File: src/hw/rtl/ps2hfp_pkg.sv
// Shared types and constants for the PS/2 host frame port.
// Used by ps2hfp_core, ps2hfp_out_buf and ps2_host_frame_port_unit.
`default_nettype none

package ps2hfp_pkg;

  localparam int unsigned InTdataW  = 16;
  localparam int unsigned OutTdataW = 16;
  localparam int unsigned CfgIndexW = 8;
  localparam int unsigned CfgDataW  = 16;
  localparam int unsigned TimerW    = 16;
  localparam int unsigned ShortTickW = 12;

  // Configuration register indexes
  localparam logic [CfgIndexW-1:0] CfgIdleWait   = 8'd0;
  localparam logic [CfgIndexW-1:0] CfgInhibit    = 8'd1;
  localparam logic [CfgIndexW-1:0] CfgStartSetup = 8'd2;
  localparam logic [CfgIndexW-1:0] CfgStopHold   = 8'd3;

  localparam logic [TimerW-1:0]     IdleWaitReset   = 16'd2000;
  localparam logic [ShortTickW-1:0] InhibitReset    = 12'd20;
  localparam logic [ShortTickW-1:0] StartSetupReset = 12'd2;
  localparam logic [ShortTickW-1:0] StopHoldReset   = 12'd20;

  // Operation codes carried on tuser
  localparam logic OpTick = 1'b0;
  localparam logic OpSend = 1'b1;

  typedef struct packed {
    logic [TimerW-1:0]     idle_wait;
    logic [ShortTickW-1:0] inhibit;
    logic [ShortTickW-1:0] start_setup;
    logic [ShortTickW-1:0] stop_hold;
  } cfg_t;

  // Result item; field order follows the tdata packing, lowest bit last here
  typedef struct packed {
    logic       cmd_dropped;
    logic       tx_done;
    logic       tx_busy;
    logic [7:0] rx_byte;
    logic       rx_valid;
    logic       data_drive_low;
    logic       clk_drive_low;
  } result_t;

  localparam int unsigned ResultW = $bits(result_t);

  function automatic logic odd_parity(input logic [7:0] b);
    return ~(^b);
  endfunction

endpackage

`default_nettype wire

File: src/hw/rtl/ps2hfp_core.sv
// Per-tick receive and send logic of the PS/2 host frame port.
// Holds the line and sequencer state; depends on ps2hfp_pkg.
`default_nettype none

module ps2hfp_core (
  input  wire logic               clk_i,
  input  wire logic               rst_ni,
  input  wire logic               step_i,
  input  wire logic               op_i,
  input  wire logic               clk_line_i,
  input  wire logic               data_line_i,
  input  wire logic [7:0]         cmd_byte_i,
  input  wire ps2hfp_pkg::cfg_t   cfg_i,
  output ps2hfp_pkg::result_t     res_o
);

  typedef enum logic [2:0] {
    TxIdle     = 3'd0,
    TxIdleWait = 3'd1,
    TxInhibit  = 3'd2,
    TxStart    = 3'd3,
    TxBits     = 3'd4,
    TxStopHold = 3'd5
  } tx_phase_e;

  localparam logic [3:0] LastRxEdge  = 4'd10;
  localparam logic [3:0] LastTxShift = 4'd10;
  localparam logic [9:0] TxIdleShift = 10'h3FF;

  logic                          prev_clk_q, prev_clk_d;
  logic [3:0]                    rx_cnt_q, rx_cnt_d;
  logic [7:0]                    rx_shift_q, rx_shift_d;
  tx_phase_e                     phase_q, phase_d;
  logic [ps2hfp_pkg::TimerW-1:0] timer_q, timer_d;
  logic [9:0]                    tx_shift_q, tx_shift_d;
  logic [3:0]                    tx_cnt_q, tx_cnt_d;

  logic fall;
  logic timer_zero;

  assign fall       = prev_clk_q & ~clk_line_i;
  assign timer_zero = (timer_q == '0);

  always_comb begin
    prev_clk_d = clk_line_i;
    rx_cnt_d   = rx_cnt_q;
    rx_shift_d = rx_shift_q;
    phase_d    = phase_q;
    timer_d    = timer_q;
    tx_shift_d = tx_shift_q;
    tx_cnt_d   = tx_cnt_q;
    res_o      = '0;

    case (phase_q)
      TxIdle: begin
        if (fall) begin
          if (rx_cnt_q >= 4'd1 && rx_cnt_q <= 4'd8) begin
            rx_shift_d = {data_line_i, rx_shift_q[7:1]};
          end
          rx_cnt_d = rx_cnt_q + 4'd1;
          if (rx_cnt_q >= LastRxEdge) begin
            rx_cnt_d       = '0;
            res_o.rx_valid = 1'b1;
            res_o.rx_byte  = rx_shift_d;
          end
        end
        if (op_i == ps2hfp_pkg::OpSend) begin
          if (clk_line_i) begin
            phase_d    = TxIdleWait;
            timer_d    = cfg_i.idle_wait;
            tx_shift_d = {ps2hfp_pkg::odd_parity(cmd_byte_i), cmd_byte_i, 1'b0};
            tx_cnt_d   = '0;
          end else begin
            res_o.cmd_dropped = 1'b1;
          end
        end
      end
      TxIdleWait: begin
        if (!timer_zero) begin
          timer_d = timer_q - ps2hfp_pkg::TimerW'(1);
        end else begin
          phase_d = TxInhibit;
          timer_d = ps2hfp_pkg::TimerW'(cfg_i.inhibit);
        end
      end
      TxInhibit: begin
        if (!timer_zero) begin
          timer_d = timer_q - ps2hfp_pkg::TimerW'(1);
        end else begin
          phase_d = TxStart;
          timer_d = ps2hfp_pkg::TimerW'(cfg_i.start_setup);
        end
      end
      TxStart: begin
        if (!timer_zero) begin
          timer_d = timer_q - ps2hfp_pkg::TimerW'(1);
        end else begin
          phase_d = TxBits;
          timer_d = '0;
        end
      end
      TxBits: begin
        if (fall) begin
          tx_shift_d = {1'b1, tx_shift_q[9:1]};
          tx_cnt_d   = tx_cnt_q + 4'd1;
          if (tx_cnt_d >= LastTxShift) begin
            phase_d = TxStopHold;
            timer_d = ps2hfp_pkg::TimerW'(cfg_i.stop_hold);
          end
        end
      end
      TxStopHold: begin
        if (!timer_zero) begin
          timer_d = timer_q - ps2hfp_pkg::TimerW'(1);
        end else begin
          phase_d       = TxIdle;
          tx_cnt_d      = '0;
          tx_shift_d    = TxIdleShift;
          res_o.tx_done = 1'b1;
        end
      end
      default: begin
        phase_d    = TxIdle;
        timer_d    = '0;
        tx_shift_d = TxIdleShift;
        tx_cnt_d   = '0;
      end
    endcase

    // refuse a send request while a send is running
    if (phase_q != TxIdle && op_i == ps2hfp_pkg::OpSend) begin
      res_o.cmd_dropped = 1'b1;
    end

    res_o.clk_drive_low  = (phase_d == TxInhibit) || (phase_d == TxStart);
    res_o.data_drive_low = ((phase_d == TxStart) || (phase_d == TxBits) ||
                            (phase_d == TxStopHold)) && !tx_shift_d[0];
    res_o.tx_busy        = (phase_d != TxIdle);
  end

  always_ff @(posedge clk_i or negedge rst_ni) begin
    if (!rst_ni) begin
      prev_clk_q <= 1'b1;
      rx_cnt_q   <= '0;
      rx_shift_q <= '0;
      phase_q    <= TxIdle;
      timer_q    <= '0;
      tx_shift_q <= TxIdleShift;
      tx_cnt_q   <= '0;
    end else if (step_i) begin
      prev_clk_q <= prev_clk_d;
      rx_cnt_q   <= rx_cnt_d;
      rx_shift_q <= rx_shift_d;
      phase_q    <= phase_d;
      timer_q    <= timer_d;
      tx_shift_q <= tx_shift_d;
      tx_cnt_q   <= tx_cnt_d;
    end
  end

endmodule

`default_nettype wire

File: src/hw/rtl/ps2hfp_out_buf.sv
// Two-entry result buffer: output register plus skid entry.
// Lets the port take a new item while a result waits; uses ps2hfp_pkg.
`default_nettype none

module ps2hfp_out_buf (
  input  wire logic                clk_i,
  input  wire logic                rst_ni,
  input  wire logic                push_i,
  input  wire ps2hfp_pkg::result_t data_i,
  output logic                     space_o,
  output logic                     valid_o,
  input  wire logic                ready_i,
  output ps2hfp_pkg::result_t      data_o
);

  logic                head_valid_q, skid_valid_q;
  ps2hfp_pkg::result_t head_q, skid_q;
  logic                pop;

  assign pop     = head_valid_q & ready_i;
  assign space_o = ~skid_valid_q;
  assign valid_o = head_valid_q;
  assign data_o  = head_q;

  always_ff @(posedge clk_i or negedge rst_ni) begin
    if (!rst_ni) begin
      head_valid_q <= 1'b0;
      skid_valid_q <= 1'b0;
    end else begin
      if (pop) begin
        if (skid_valid_q) begin
          skid_valid_q <= push_i;
        end else begin
          head_valid_q <= push_i;
        end
      end else if (push_i) begin
        if (head_valid_q) begin
          skid_valid_q <= 1'b1;
        end else begin
          head_valid_q <= 1'b1;
        end
      end
    end
  end

  // payload moves without reset
  always_ff @(posedge clk_i) begin
    if (pop) begin
      if (skid_valid_q) begin
        head_q <= skid_q;
        if (push_i) begin
          skid_q <= data_i;
        end
      end else if (push_i) begin
        head_q <= data_i;
      end
    end else if (push_i) begin
      if (head_valid_q) begin
        skid_q <= data_i;
      end else begin
        head_q <= data_i;
      end
    end
  end

endmodule

`default_nettype wire

File: src/hw/rtl/ps2_host_frame_port_unit.sv
// PS/2 host frame port top level: stream ports, configuration registers.
// Instantiates ps2hfp_core and ps2hfp_out_buf; uses ps2hfp_pkg.
//
// Each input item is one line-sample tick; each tick yields exactly one
// result item. An item is processed in the cycle it is accepted and its
// result lands in a two-entry output buffer, so one item per clock is
// sustained while the output buffer has a free entry.
// s_axis_tready stays high while the output register holds an untaken
// result; it drops only when both output entries are full. Configuration
// writes are always ready and take effect on the next tick; out of range
// indexes are ignored.
`default_nettype none

module ps2_host_frame_port_unit (
  input  wire logic                                clk_i,
  input  wire logic                                rst_ni,
  input  wire logic                                s_axis_tvalid,
  output logic                                     s_axis_tready,
  // [0] clk_line, [1] data_line, [9:2] cmd_byte, [15:10] zero
  input  wire logic [ps2hfp_pkg::InTdataW-1:0]     s_axis_tdata,
  // [0] operation
  input  wire logic                                s_axis_tuser,
  output logic                                     m_axis_tvalid,
  input  wire logic                                m_axis_tready,
  // [0] clk_drive_low, [1] data_drive_low, [2] rx_valid, [10:3] rx_byte,
  // [11] tx_busy, [12] tx_done, [13] cmd_dropped, [15:14] zero
  output logic [ps2hfp_pkg::OutTdataW-1:0]         m_axis_tdata,
  input  wire logic                                cfg_valid_i,
  output logic                                     cfg_ready_o,
  input  wire logic [ps2hfp_pkg::CfgIndexW-1:0]    cfg_index_i,
  input  wire logic [ps2hfp_pkg::CfgDataW-1:0]     cfg_data_i
);

  ps2hfp_pkg::cfg_t    cfg_q;
  ps2hfp_pkg::result_t core_res;
  ps2hfp_pkg::result_t buf_res;
  logic                in_acc;
  logic                buf_space;

  assign cfg_ready_o   = 1'b1;
  assign s_axis_tready = buf_space;
  assign in_acc        = s_axis_tvalid & s_axis_tready;

  always_ff @(posedge clk_i or negedge rst_ni) begin
    if (!rst_ni) begin
      cfg_q.idle_wait   <= ps2hfp_pkg::IdleWaitReset;
      cfg_q.inhibit     <= ps2hfp_pkg::InhibitReset;
      cfg_q.start_setup <= ps2hfp_pkg::StartSetupReset;
      cfg_q.stop_hold   <= ps2hfp_pkg::StopHoldReset;
    end else if (cfg_valid_i) begin
      case (cfg_index_i)
        ps2hfp_pkg::CfgIdleWait:   cfg_q.idle_wait   <= cfg_data_i;
        ps2hfp_pkg::CfgInhibit:    cfg_q.inhibit     <= cfg_data_i[ps2hfp_pkg::ShortTickW-1:0];
        ps2hfp_pkg::CfgStartSetup: cfg_q.start_setup <= cfg_data_i[ps2hfp_pkg::ShortTickW-1:0];
        ps2hfp_pkg::CfgStopHold:   cfg_q.stop_hold   <= cfg_data_i[ps2hfp_pkg::ShortTickW-1:0];
        default: ;
      endcase
    end
  end

  ps2hfp_core u_core (
    .clk_i       (clk_i),
    .rst_ni      (rst_ni),
    .step_i      (in_acc),
    .op_i        (s_axis_tuser),
    .clk_line_i  (s_axis_tdata[0]),
    .data_line_i (s_axis_tdata[1]),
    .cmd_byte_i  (s_axis_tdata[9:2]),
    .cfg_i       (cfg_q),
    .res_o       (core_res)
  );

  ps2hfp_out_buf u_out_buf (
    .clk_i   (clk_i),
    .rst_ni  (rst_ni),
    .push_i  (in_acc),
    .data_i  (core_res),
    .space_o (buf_space),
    .valid_o (m_axis_tvalid),
    .ready_i (m_axis_tready),
    .data_o  (buf_res)
  );

  assign m_axis_tdata = {{(ps2hfp_pkg::OutTdataW - ps2hfp_pkg::ResultW){1'b0}}, buf_res};

  // a plain tick is never reported as a refused send
  assert property (@(posedge clk_i) disable iff (!rst_ni)
    (in_acc && s_axis_tuser == ps2hfp_pkg::OpTick) |-> !core_res.cmd_dropped)
    else $error("plain tick flagged as dropped send");

  // the bus clock is only pulled low by an active send
  assert property (@(posedge clk_i) disable iff (!rst_ni)
    core_res.clk_drive_low |-> core_res.tx_busy)
    else $error("clock driven low outside a send");

  // input backpressure only when a result is already waiting
  assert property (@(posedge clk_i) disable iff (!rst_ni)
    !s_axis_tready |-> m_axis_tvalid)
    else $error("input stalled with empty output buffer");

  // a finished send no longer reports busy in its result
  assert property (@(posedge clk_i) disable iff (!rst_ni)
    (in_acc && core_res.tx_done) |-> !core_res.tx_busy)
    else $error("send finished while still busy");

endmodule

`default_nettype wire
File: config.mk
export PLATFORM = sky130hd
export DESIGN_NAME = ps2_host_frame_port_unit
export DESIGN_NICKNAME = d
export VERILOG_FILES = /design/src/hw/rtl/ps2hfp_pkg.sv /design/src/hw/rtl/ps2hfp_core.sv /design/src/hw/rtl/ps2hfp_out_buf.sv /design/src/hw/rtl/ps2_host_frame_port_unit.sv
export SDC_FILE = /design/constraint.sdc
export NUM_CORES = 1
export LEC_CHECK = 0
export BUFFER_PORTS_ARGS = -buffer_cell sky130_fd_sc_hd__buf_2
export CAP_MARGIN = 10
export CORE_MARGIN = 10
export CORE_UTILIZATION = 36
export CTS_CLUSTER_SIZE = 10
export DETAILED_ROUTE_END_ITERATION = 12
export RECOVER_POWER = 100
export SLEW_MARGIN = 15
export SYNTH_ARGS = -nofsm -noshare
export SYNTH_HDL_FRONTEND = slang
export SYNTH_SLANG_ARGS = --single-unit
File: constraint.sdc
create_clock -name clk_i -period 2.9 [get_ports clk_i]
set_input_delay 0.725 -clock clk_i [delete_from_list [all_inputs] [get_ports clk_i]]
set_output_delay 0.725 -clock clk_i [all_outputs]
set_load 0.05 [all_outputs]
==> results.json, run 1 <==
{
  "status": "complete, but fails checks",
  "violations": "max-capacitance violations, max-slew violations",
  "drt_wl_total_mm": 15.44,
  "holdPathStages": 2,
  "startpoint_type": "register",
  "cpMaxStageDelayCell": "or4b_4",
  "setup_viol": 0,
  "drt_first_pass_iters": 4,
  "antenna_found_initial": 0,
  "overflow": 0,
  "synth_edf_count": 28,
  "hold_viol_final": 0,
  "maxCapViolCount": 1,
  "startpoint": "u_core.timer_q[0]$_DFFE_PN0P_",
  "die_h_um": 155.3,
  "synth_area_um2": 6590,
  "ctsHoldBuffers": 0,
  "grt_pass1_wl_mm": 25.85,
  "place_ws_ns": 0.2772,
  "synth_seq_cells": 128,
  "clock_latency_ns": 0.43,
  "std_cell_rows": 49,
  "grt_pass1_vias": 5116,
  "fin_tns_setup_ns": 0,
  "cts_buffer_depth": 2,
  "cp_data_arrival_time_ns": 3.01,
  "slew_viol_final": 36,
  "area_growth_syn_to_layout_pct": 18.07,
  "initialDrtViolationCount": 274,
  "nNetsFinal": 699,
  "ys_seq_area_frac": 0.5115,
  "required_ns": 3.25,
  "netlist.area_leader.share": 0.2962,
  "numClockSinks": 128,
  "syn_inst": 574,
  "ir_drop_uv": 614.3,
  "ff2ff_setup_slack_ns": 0.24,
  "utilization": 0.4332,
  "synthArstFlopShare": 0.7813,
  "path_max_fanout": 9,
  "postSynthAreaPerCell_um2": 11.48,
  "grt_usage": 0.1323,
  "vias": 4826,
  "die_w_um": 155.3,
  "path_cells": "inv_1, ha_1, or4b_4, nor4_2, clkbuf_2, and2_0, a2111oi_0, o21ai_0",
  "setup_slack_ns": 0.2352,
  "dp_hpwl_mm": 11.13,
  "path_class": "register to register",
  "yosys_warnings": 0,
  "cts_tree": "done",
  "drc_errors": 0,
  "reg2regPathDepth": 8,
  "synthDistinctLibCells": 72,
  "drive_gt1_frac": 0.3106,
  "routedWlPerCell_um": 17.37,
  "clkTransAtPathRegs_ns": 0.06,
  "holdCritStartpoint": "u_core.prev_clk_q$_DFFE_PN1P_",
  "fmax_ghz": 0.3753,
  "cts-root-buf": "clkbuf_16",
  "ys.flop_type": "dfrtp_1",
  "period_needed_ns": 2.665,
  "cts_buffers": 17,
  "fin_crit_sh": 0.9189,
  "power_density_nw_per_um2": 745.9,
  "holdPathEnd": "u_core.prev_clk_q$_DFFE_PN1P_",
  "core_um2": 17960,
  "post-cts-setup-buffers": 0,
  "synth_common_cells": "78 x dfrtp_1, 67 x mux2_2, 40 x nor2_1",
  "synth_top_area_cell": "dfrtp_1",
  "skew_ns": 0.008533,
  "synth.top_cells.by_area": "dfrtp_1 30%, edfxtp_1 13%, mux2_2 11%, dfstp_2 8.8%, mux2i_1 2.9%",
  "r2r_end": "u_core.timer_q[10]$_DFFE_PN0P_",
  "hold_path.class": "register to register",
  "critPathMaxStageDelay_ns": 0.54,
  "rsz0062_at_grt": "false",
  "viasPerCell": 5.429,
  "ant_nets": 0,
  "top_level_ports": 65,
  "end_kind": "register",
  "dieArea_um2": 24120,
  "place_congestion": 0.8762,
  "htree_num_levels": 4,
  "tightest_slew_ns": 2.036,
  "slew_headroom": -0.3573,
  "cts_resized": 0,
  "worstReg2RegStart": "u_core.timer_q[0]$_DFFE_PN0P_",
  "synth.most_common_cell": "dfrtp_1",
  "power.leakage_nw": 3.266,
  "diodes": 0,
  "port_buffers": 55,
  "grt_max_degree": 37,
  "initial_utilization": 0.3669
}
## sequential cells by signal (all words and copies together) (netlist names)
name                    count
u_out_buf.valid_o           1
u_core.rx_shift_q           8
u_out_buf.skid_valid_q      1
u_core.phase_q              3
u_out_buf.skid_q           14
u_out_buf.data_o           14
cfg_q                      52
u_core.prev_clk_q           1
u_core.tx_shift_q          10
u_core.tx_cnt_q             4
u_core.timer_q             16
u_core.rx_cnt_q             4
## kinds of logic after synthesis
group | count (synthesis) | synth area share
AO/OA/AOI/OAI | 134 | 0.1475
XOR/XNOR | 10 | 0.01329
adder cells (fa/ha/maj) | 6 | 0.01139
buffers and inverters | 50 | 0.03284
flip-flops | 128 | 0.5115
multiplexers | 88 | 0.1477
other | 2 | 0.001140
AND/OR/NAND/NOR | 156 | 0.1346
## worst max-delay path by stage
stage                                       end  slack [ns]  cells past startpoint
3_5_place_dp              cfg_q[49]$_DFFE_PN0P_        0.28                      6
6_report         u_core.timer_q[10]$_DFFE_PN0P_        0.24                      8
3_3_place_gp              cfg_q[38]$_DFFE_PN0P_        0.34                      6
2_1_floorplan             cfg_q[36]$_DFFE_PN0P_        0.35                      5
4_1_cts           u_out_buf.data_o[0]$_DFFE_PP_        0.36                      8
5_1_grt        u_core.tx_shift_q[5]$_DFFE_PN1P_        0.12                      8
## per-layer routing
layer	wire length, um	track usage
met5	0	0
met4	202	0.05704
met1	6800	0.1599
met2	7676	0.2215
met3	761	0.02950
## cells in the final DEF (no fill, tap or decap), types with 6 or more instances in the layout
master,n
clkbuf_16,18
nor2b_1,7
buf_2,38
clkbuf_1,25
nand4_1,6
xnor2_1,10
a21oi_1,20
nor3_1,7
a31oi_1,6
buf_4,20
dfstp_2,22
and3_1,9
o21ai_0,19
ha_1,6
a2bb2oi_1,9
nand2_1,36
o31ai_1,17
nand3_1,8
dfrtp_1,78
a211oi_1,12
mux2i_1,19
edfxtp_1,28
inv_1,15
nand3b_1,7
mux2_2,67
nor2_1,40
o2bb2ai_1,6
## critical path: cells and delay by family, from the launching register on
kind,cells,cell delay (ns)
adder cells (fa/ha/maj),1,0.20
AND/OR/NAND/NOR,3,1.23
buffers and inverters,2,0.41
AO/OA/AOI/OAI,2,0.32
flip-flops,1,0.40
## power breakdown
group          switching [mW]  leakage, nW  internal [mW]
Combinational           0.840         1.44          0.387
Clock                   0.801        0.301           1.45
Sequential              0.201         1.53           2.12
Total                    1.84         3.27           3.96
## cell type report
| type | instances | area, um^2 |
|---|---|---|
| clock inverter | 11 | 152.6 |
| tap | 229 | 286.5 |
| multi-input combinational | 397 | 2958 |
| clock buffer | 21 | 481.7 |
| fill | 1741 | 10180 |
| timing repair buffer | 88 | 475.5 |
| inverter | 15 | 56.30 |
| sequential | 128 | 3371 |
## metrics by stage
stage | cell area (um^2) | power (mW) | hold slack (ns) | cells
floorplan | 6594 | 3.235 | 0.4294 | 575
global placement | 7271 | 3.604 | 0.4441 | 857
detailed placement | 7271 | 3.635 | 0.4592 | 857
CTS | 7905 | 5.909 | 0.2674 | 889
global route | 7781 | 6.097 | 0.4801 | 889
finish | 7781 | 5.804 | 0.4695 | 889
Note: power is estimated with default switching activity, not from simulation.
==> run 2: changes to the inputs <==
Settings changed: GPL_TIMING_DRIVEN from default to 1, MAX_ROUTING_LAYER from default to met4.
==> run 2 against run 1 <==
The run still ends with max-capacitance violations, max-slew violations left. Register-to-register slack improved by 0.04 ns. Critical path depth decreased by 1. Maximum frequency increased by 1.4%. Utilization about the same. Die area unchanged. Critical endpoint is now u_out_buf.data_o[11]$_DFFE_PP_.
==> results.json, run 2 (synthesized netlist as in run 1, its figures left out) <==
{
  "status": "complete, but fails checks",
  "violations": "max-capacitance violations, max-slew violations",
  "grt_pass1_wl_mm": 26.32,
  "std_cell_rows": 49,
  "cp_data_arrival_time_ns": 2.80,
  "largest_registers": "cfg_q x52, u_core.timer_q x16",
  "fin_area_um2": 7782,
  "port_buffers": 55,
  "top_register": "cfg_q",
  "cts_resized": 0,
  "clock_latency_ns": 0.42,
  "fin_tns_setup_ns": 0,
  "routedWlPerCell_um": 17.61,
  "finalPower_mw": 5.765,
  "ir_drop_uv": 572.2,
  "die_w_um": 155.3,
  "ant_nets": 0,
  "ctsHoldBuffers": 0,
  "die_h_um": 155.3,
  "slew_viol_final": 41,
  "fmax_ghz": 0.3804,
  "drt_first_pass_iters": 4,
  "grt_max_degree": 42,
  "dp_hpwl_mm": 11.26,
  "startpoint_type": "register",
  "final_common_cell": "dfrtp_1",
  "cts-root-buf": "clkbuf_16",
  "overflow": 0,
  "power_density_nw_per_um2": 740.8,
  "vias": 4763,
  "drive_gt1_frac": 0.3147,
  "power.leakage_nw": 3.262,
  "cts_buffer_depth": 2,
  "period_needed_ns": 2.629,
  "required_ns": 3.07,
  "nFillCells": 1719,
  "maxCapViolCount": 1,
  "end_kind": "register",
  "drc_errors": 0,
  "area_growth_syn_to_layout_pct": 18.09,
  "cts_tree": "done",
  "hold_path.class": "register to register",
  "fin_crit_sh": 0.9064,
  "drt_wl_total_mm": 15.67,
  "htree_num_levels": 4,
  "initial_utilization": 0.3669,
  "rsz0062_at_grt": "false",
  "setup_viol": 0,
  "cts_buffers": 17,
  "whs_ns": 0.4611,
  "grt_usage": 0.1382,
  "mostFrequentLayoutCells": "78 x dfrtp_1, 67 x mux2_2, 40 x nor2_1, 38 x buf_2, 36 x nand2_1",
  "largest_reg_flops": 52,
  "tightest_slew_ns": 2.299,
  "core_um2": 17960,
  "placed_area_um2": 7278,
  "viasPerCell": 5.352,
  "initialDrtViolationCount": 269,
  "grt_pass1_vias": 5129,
  "place_congestion": 0.8801,
  "post-cts-setup-buffers": 0,
  "skew_ns": 0.009483,
  "numClockSinks": 128,
  "top_level_ports": 65,
  "hold_viol_final": 0,
  "nNetsFinal": 700,
  "path_class": "register to register",
  "path_max_fanout": 5,
  "clkTransAtPathRegs_ns": 0.06,
  "slew_headroom": -0.5325,
  "dieArea_um2": 24120,
  "antenna_found_initial": 0,
  "diodes": 0
}
==> run 2: final cells by class <==
| type | instances | area [um^2] | area share |
|---|---|---|---|
| tap | 229 | 286.5 | 0.03682 |
| inverter | 15 | 56.30 | 0.007235 |
| sequential | 128 | 3371 | 0.4331 |
| clock buffer | 17 | 425.4 | 0.05466 |
| multi-input combinational | 397 | 2970 | 0.3817 |
| timing repair buffer | 89 | 489.2 | 0.06286 |
| clock inverter | 15 | 183.9 | 0.02363 |
==> run 2: worst paths after layout <==
check                           slack [ns]  cells after the start                     startpoint                             end
worst max-delay path                  0.27                      7  u_core.timer_q[0]$_DFFE_PN0P_  u_out_buf.data_o[11]$_DFFE_PP_
worst max register to register        0.27                      7  u_core.timer_q[0]$_DFFE_PN0P_  u_out_buf.data_o[11]$_DFFE_PP_
worst min-delay path                  0.46                      2  u_core.prev_clk_q$_DFFE_PN1P_   u_core.prev_clk_q$_DFFE_PN1P_
worst min register to register        0.46                      2  u_core.prev_clk_q$_DFFE_PN1P_   u_core.prev_clk_q$_DFFE_PN1P_
min in group asynchronous             0.99                      1                         rst_ni  u_core.tx_cnt_q[0]$_DFFE_PN0P_
max in group asynchronous             0.59                      1                         rst_ni           cfg_q[27]$_DFFE_PN0P_
==> run 2: per-layer routing <==
layer | GRT usage | share of wire
met5 | - | 0
met3 | 0.03502 | 0.038
met1 | 0.1661 | 0.45
met4 | 0.04189 | 0.0099
met2 | 0.2248 | 0.50
==> run 2: stage by stage <==
| stage | util | worst slack, ns | instances |
|---|---|---|---|
| finish | 0.4332 | 0.2713 | 890 |
| global route | 0.4332 | 0.1079 | 890 |
| CTS | 0.4391 | 0.3555 | 890 |
| detailed placement | 0.4052 | 0.2977 | 858 |
| global placement | 0.4052 | 0.3276 | 858 |
| floorplan | - | 0.3492 | 575 |
==> run 2: critical path, stage by stage, from the launching register on <==
cell and delay [ns]:
dfrtp_1 0.40, inv_1 0.09, ha_1 0.21, or4b_4 0.54
nor4_4 0.40, and2_0 0.29, o221ai_2 0.16, mux2_4 0.28
==> run 2: power breakdown <==
| part | internal [mW] | switching (mW) | total (mW) |
|---|---|---|---|
| logic | 0.392 | 0.840 | 1.23 |
| clock network | 1.36 | 0.843 | 2.20 |
| registers | 2.12 | 0.206 | 2.33 |
| total | 3.88 | 1.89 | 5.76 |
==> run 3: changes to the inputs <==
Settings changed: CELL_PAD_IN_SITES_DETAIL_PLACEMENT from default to 1, CELL_PAD_IN_SITES_GLOBAL_PLACEMENT from default to 2, PLACE_DENSITY_LB_ADDON from default to 0.1.
==> run 3 against run 2 <==
The flow now finishes without violations. Die area stayed put. Critical path depth fell by 1. Largest cell class unchanged. Routed wire length up 11%. Count of clock-buffer cells in the layout is 4 higher. Critical path type is now primary input to register.
==> results.json, run 3 (synthesized netlist as in run 1, its figures left out) <==
{
  "status": "finished, final reports clean",
  "hold_viol_final": 0,
  "std_cell_rows": 49,
  "cts_tree": "done",
  "clock_latency_ns": 0.42,
  "fin_tns_setup_ns": 0,
  "drive_gt1_frac": 0.3147,
  "port_buffers": 55,
  "layout.cells.non_filler": 890,
  "clkTransAtPathRegs_ns": 0.05,
  "grt_pass1_vias": 5367,
  "cts_buffers": 17,
  "worstReg2RegStart": "u_core.timer_q[0]$_DFFE_PN0P_",
  "slew_headroom": 0.1704,
  "mostFrequentLayoutCells": "78 x dfrtp_1, 67 x mux2_2, 40 x nor2_1, 38 x buf_2, 36 x nand2_1",
  "htree_num_levels": 4,
  "ff2ff_setup_slack_ns": 0.26,
  "top_register": "cfg_q",
  "viasPerCell": 5.485,
  "area_growth_syn_to_layout_pct": 18.34,
  "critPathMaxStageDelay_ns": 0.52,
  "drt_wl_total_mm": 17.39,
  "fmax_ghz": 0.3747,
  "antenna_found_initial": 0,
  "post-cts-setup-buffers": 0,
  "path_class": "primary input to register",
  "startpoint": "cfg_index_i[4]",
  "startpoint_type": "primary input",
  "crit_end": "cfg_q[38]$_DFFE_PN0P_",
  "cpMaxStageDelayCell": "or4b_1",
  "ant_nets": 0,
  "path_max_fanout": 16,
  "vias": 4882,
  "power_density_nw_per_um2": 743.6,
  "setup_viol": 0,
  "dieArea_um2": 24120,
  "place_inst": 858,
  "die_h_um": 155.3,
  "place_congestion": 0.8684,
  "initial_utilization": 0.3669,
  "slew_viol_final": 0,
  "cts_resized": 0,
  "cp_data_arrival_time_ns": 2.96,
  "nNetsFinal": 700,
  "end_kind": "register",
  "skew_ns": 0.008445,
  "grt_pass1_wl_mm": 28.72,
  "reg2regPathDepth": 8,
  "grt_max_degree": 54,
  "power.leakage_nw": 3.282,
  "top_level_ports": 65,
  "fin_crit_sh": 0.9203,
  "tightest_slew_ns": 1.244,
  "initialDrtViolationCount": 212,
  "ctsHoldBuffers": 0,
  "routedWlPerCell_um": 19.54,
  "drc_errors": 0,
  "period_needed_ns": 2.669,
  "hold_path.class": "register to register",
  "r2r_end": "u_core.tx_shift_q[9]$_DFFE_PN1P_",
  "maxCapViolCount": 0,
  "cts_buffer_depth": 2,
  "nFillCells": 1955,
  "diodes": 0,
  "dp_hpwl_mm": 12.31,
  "rsz0062_at_grt": "false",
  "die_w_um": 155.3,
  "ir_drop_uv": 419.8,
  "numClockSinks": 128,
  "largest_reg_flops": 52,
  "grt_usage": 0.1527,
  "required_ns": 3.19,
  "cts-root-buf": "clkbuf_16",
  "final_common_cell": "dfrtp_1",
  "overflow": 0,
  "drt_first_pass_iters": 4,
  "path_cells": "buf_2, or4b_1, nor4_1, nor3b_1, clkbuf_2, mux2_2",
  "utilization": 0.4341,
  "core_um2": 17960,
  "largest_registers": "cfg_q x52, u_core.timer_q x16"
}
[run 3: cell types whose count changed in the layout (fill, tap and decap cells not counted), moves of 2 or more]
cell / before / now
buf_4: 24 / 18
clkbuf_2: 1 / 7
inv_6: 4 / 1
and2_0: 2 / 0
clkbuf_16: 17 / 19
[run 3: critical path: cells and delay by family]
family                 cells  cell delay [ns]
buffers and inverters      2             0.56
multiplexers               1             0.40
AND/OR/NAND/NOR            3             1.27
[run 3: worst min-delay path by stage]
| stage | start | endpoint | slack [ns] | depth (start not counted) |
|---|---|---|---|---|
| 2_1_floorplan | rst_ni | cfg_q[0]$_DFFE_PN0P_ | 0.43 | 0 |
| 3_3_place_gp | u_core.prev_clk_q$_DFFE_PN1P_ | u_core.prev_clk_q$_DFFE_PN1P_ | 0.44 | 2 |
| 5_1_grt | u_core.prev_clk_q$_DFFE_PN1P_ | u_core.prev_clk_q$_DFFE_PN1P_ | 0.49 | 2 |
| 3_5_place_dp | u_core.prev_clk_q$_DFFE_PN1P_ | u_core.prev_clk_q$_DFFE_PN1P_ | 0.45 | 2 |
| 6_report | u_core.prev_clk_q$_DFFE_PN1P_ | u_core.prev_clk_q$_DFFE_PN1P_ | 0.47 | 2 |
| 4_1_cts | rst_ni | u_core.tx_cnt_q[3]$_DFFE_PN0P_ | 0.35 | 1 |
[run 3: per-layer routing]
layer | routed length (um) | GRT usage
met1 | 7727 | 0.1787
met2 | 8840 | 0.2536
met3 | 561 | 0.03088
met4 | 257 | 0.05927
met5 | 0 | -
[run 3: cell type report]
| class | count | area [um^2] | area share |
|---|---|---|---|
| clock buffers | 21 | 493.0 | 0.06321 |
| clock inverters | 11 | 126.4 | 0.01620 |
| inverters | 15 | 56.30 | 0.007220 |
| multi-input cells | 397 | 2975 | 0.3815 |
| flip-flops and latches | 128 | 3371 | 0.4322 |
| well taps | 229 | 286.5 | 0.03674 |
| repair buffers | 89 | 490.5 | 0.06289 |
[run 3: per-stage QoR]
stage / setup slack, ns / total power [mW] / cell area (um^2) / hold WS, ns
after global placement: 0.3314 / 3.635 / 7291 / 0.4441
after floorplan: 0.3492 / 3.235 / 6594 / 0.4294
final: 0.2312 / 5.799 / 7799 / 0.4652
after detailed placement: 0.2516 / 3.670 / 7291 / 0.4539
after global routing: 0.07295 / 6.111 / 7799 / 0.4883
after CTS: 0.2435 / 5.917 / 7910 / 0.3462
[run 3: report_power, final]
group	leakage [nW]	switching, mW	internal [mW]
Sequential	1.53	0.204	2.13
Clock	0.300	0.819	1.39
Combinational	1.46	0.873	0.383
Total	3.28	1.90	3.90
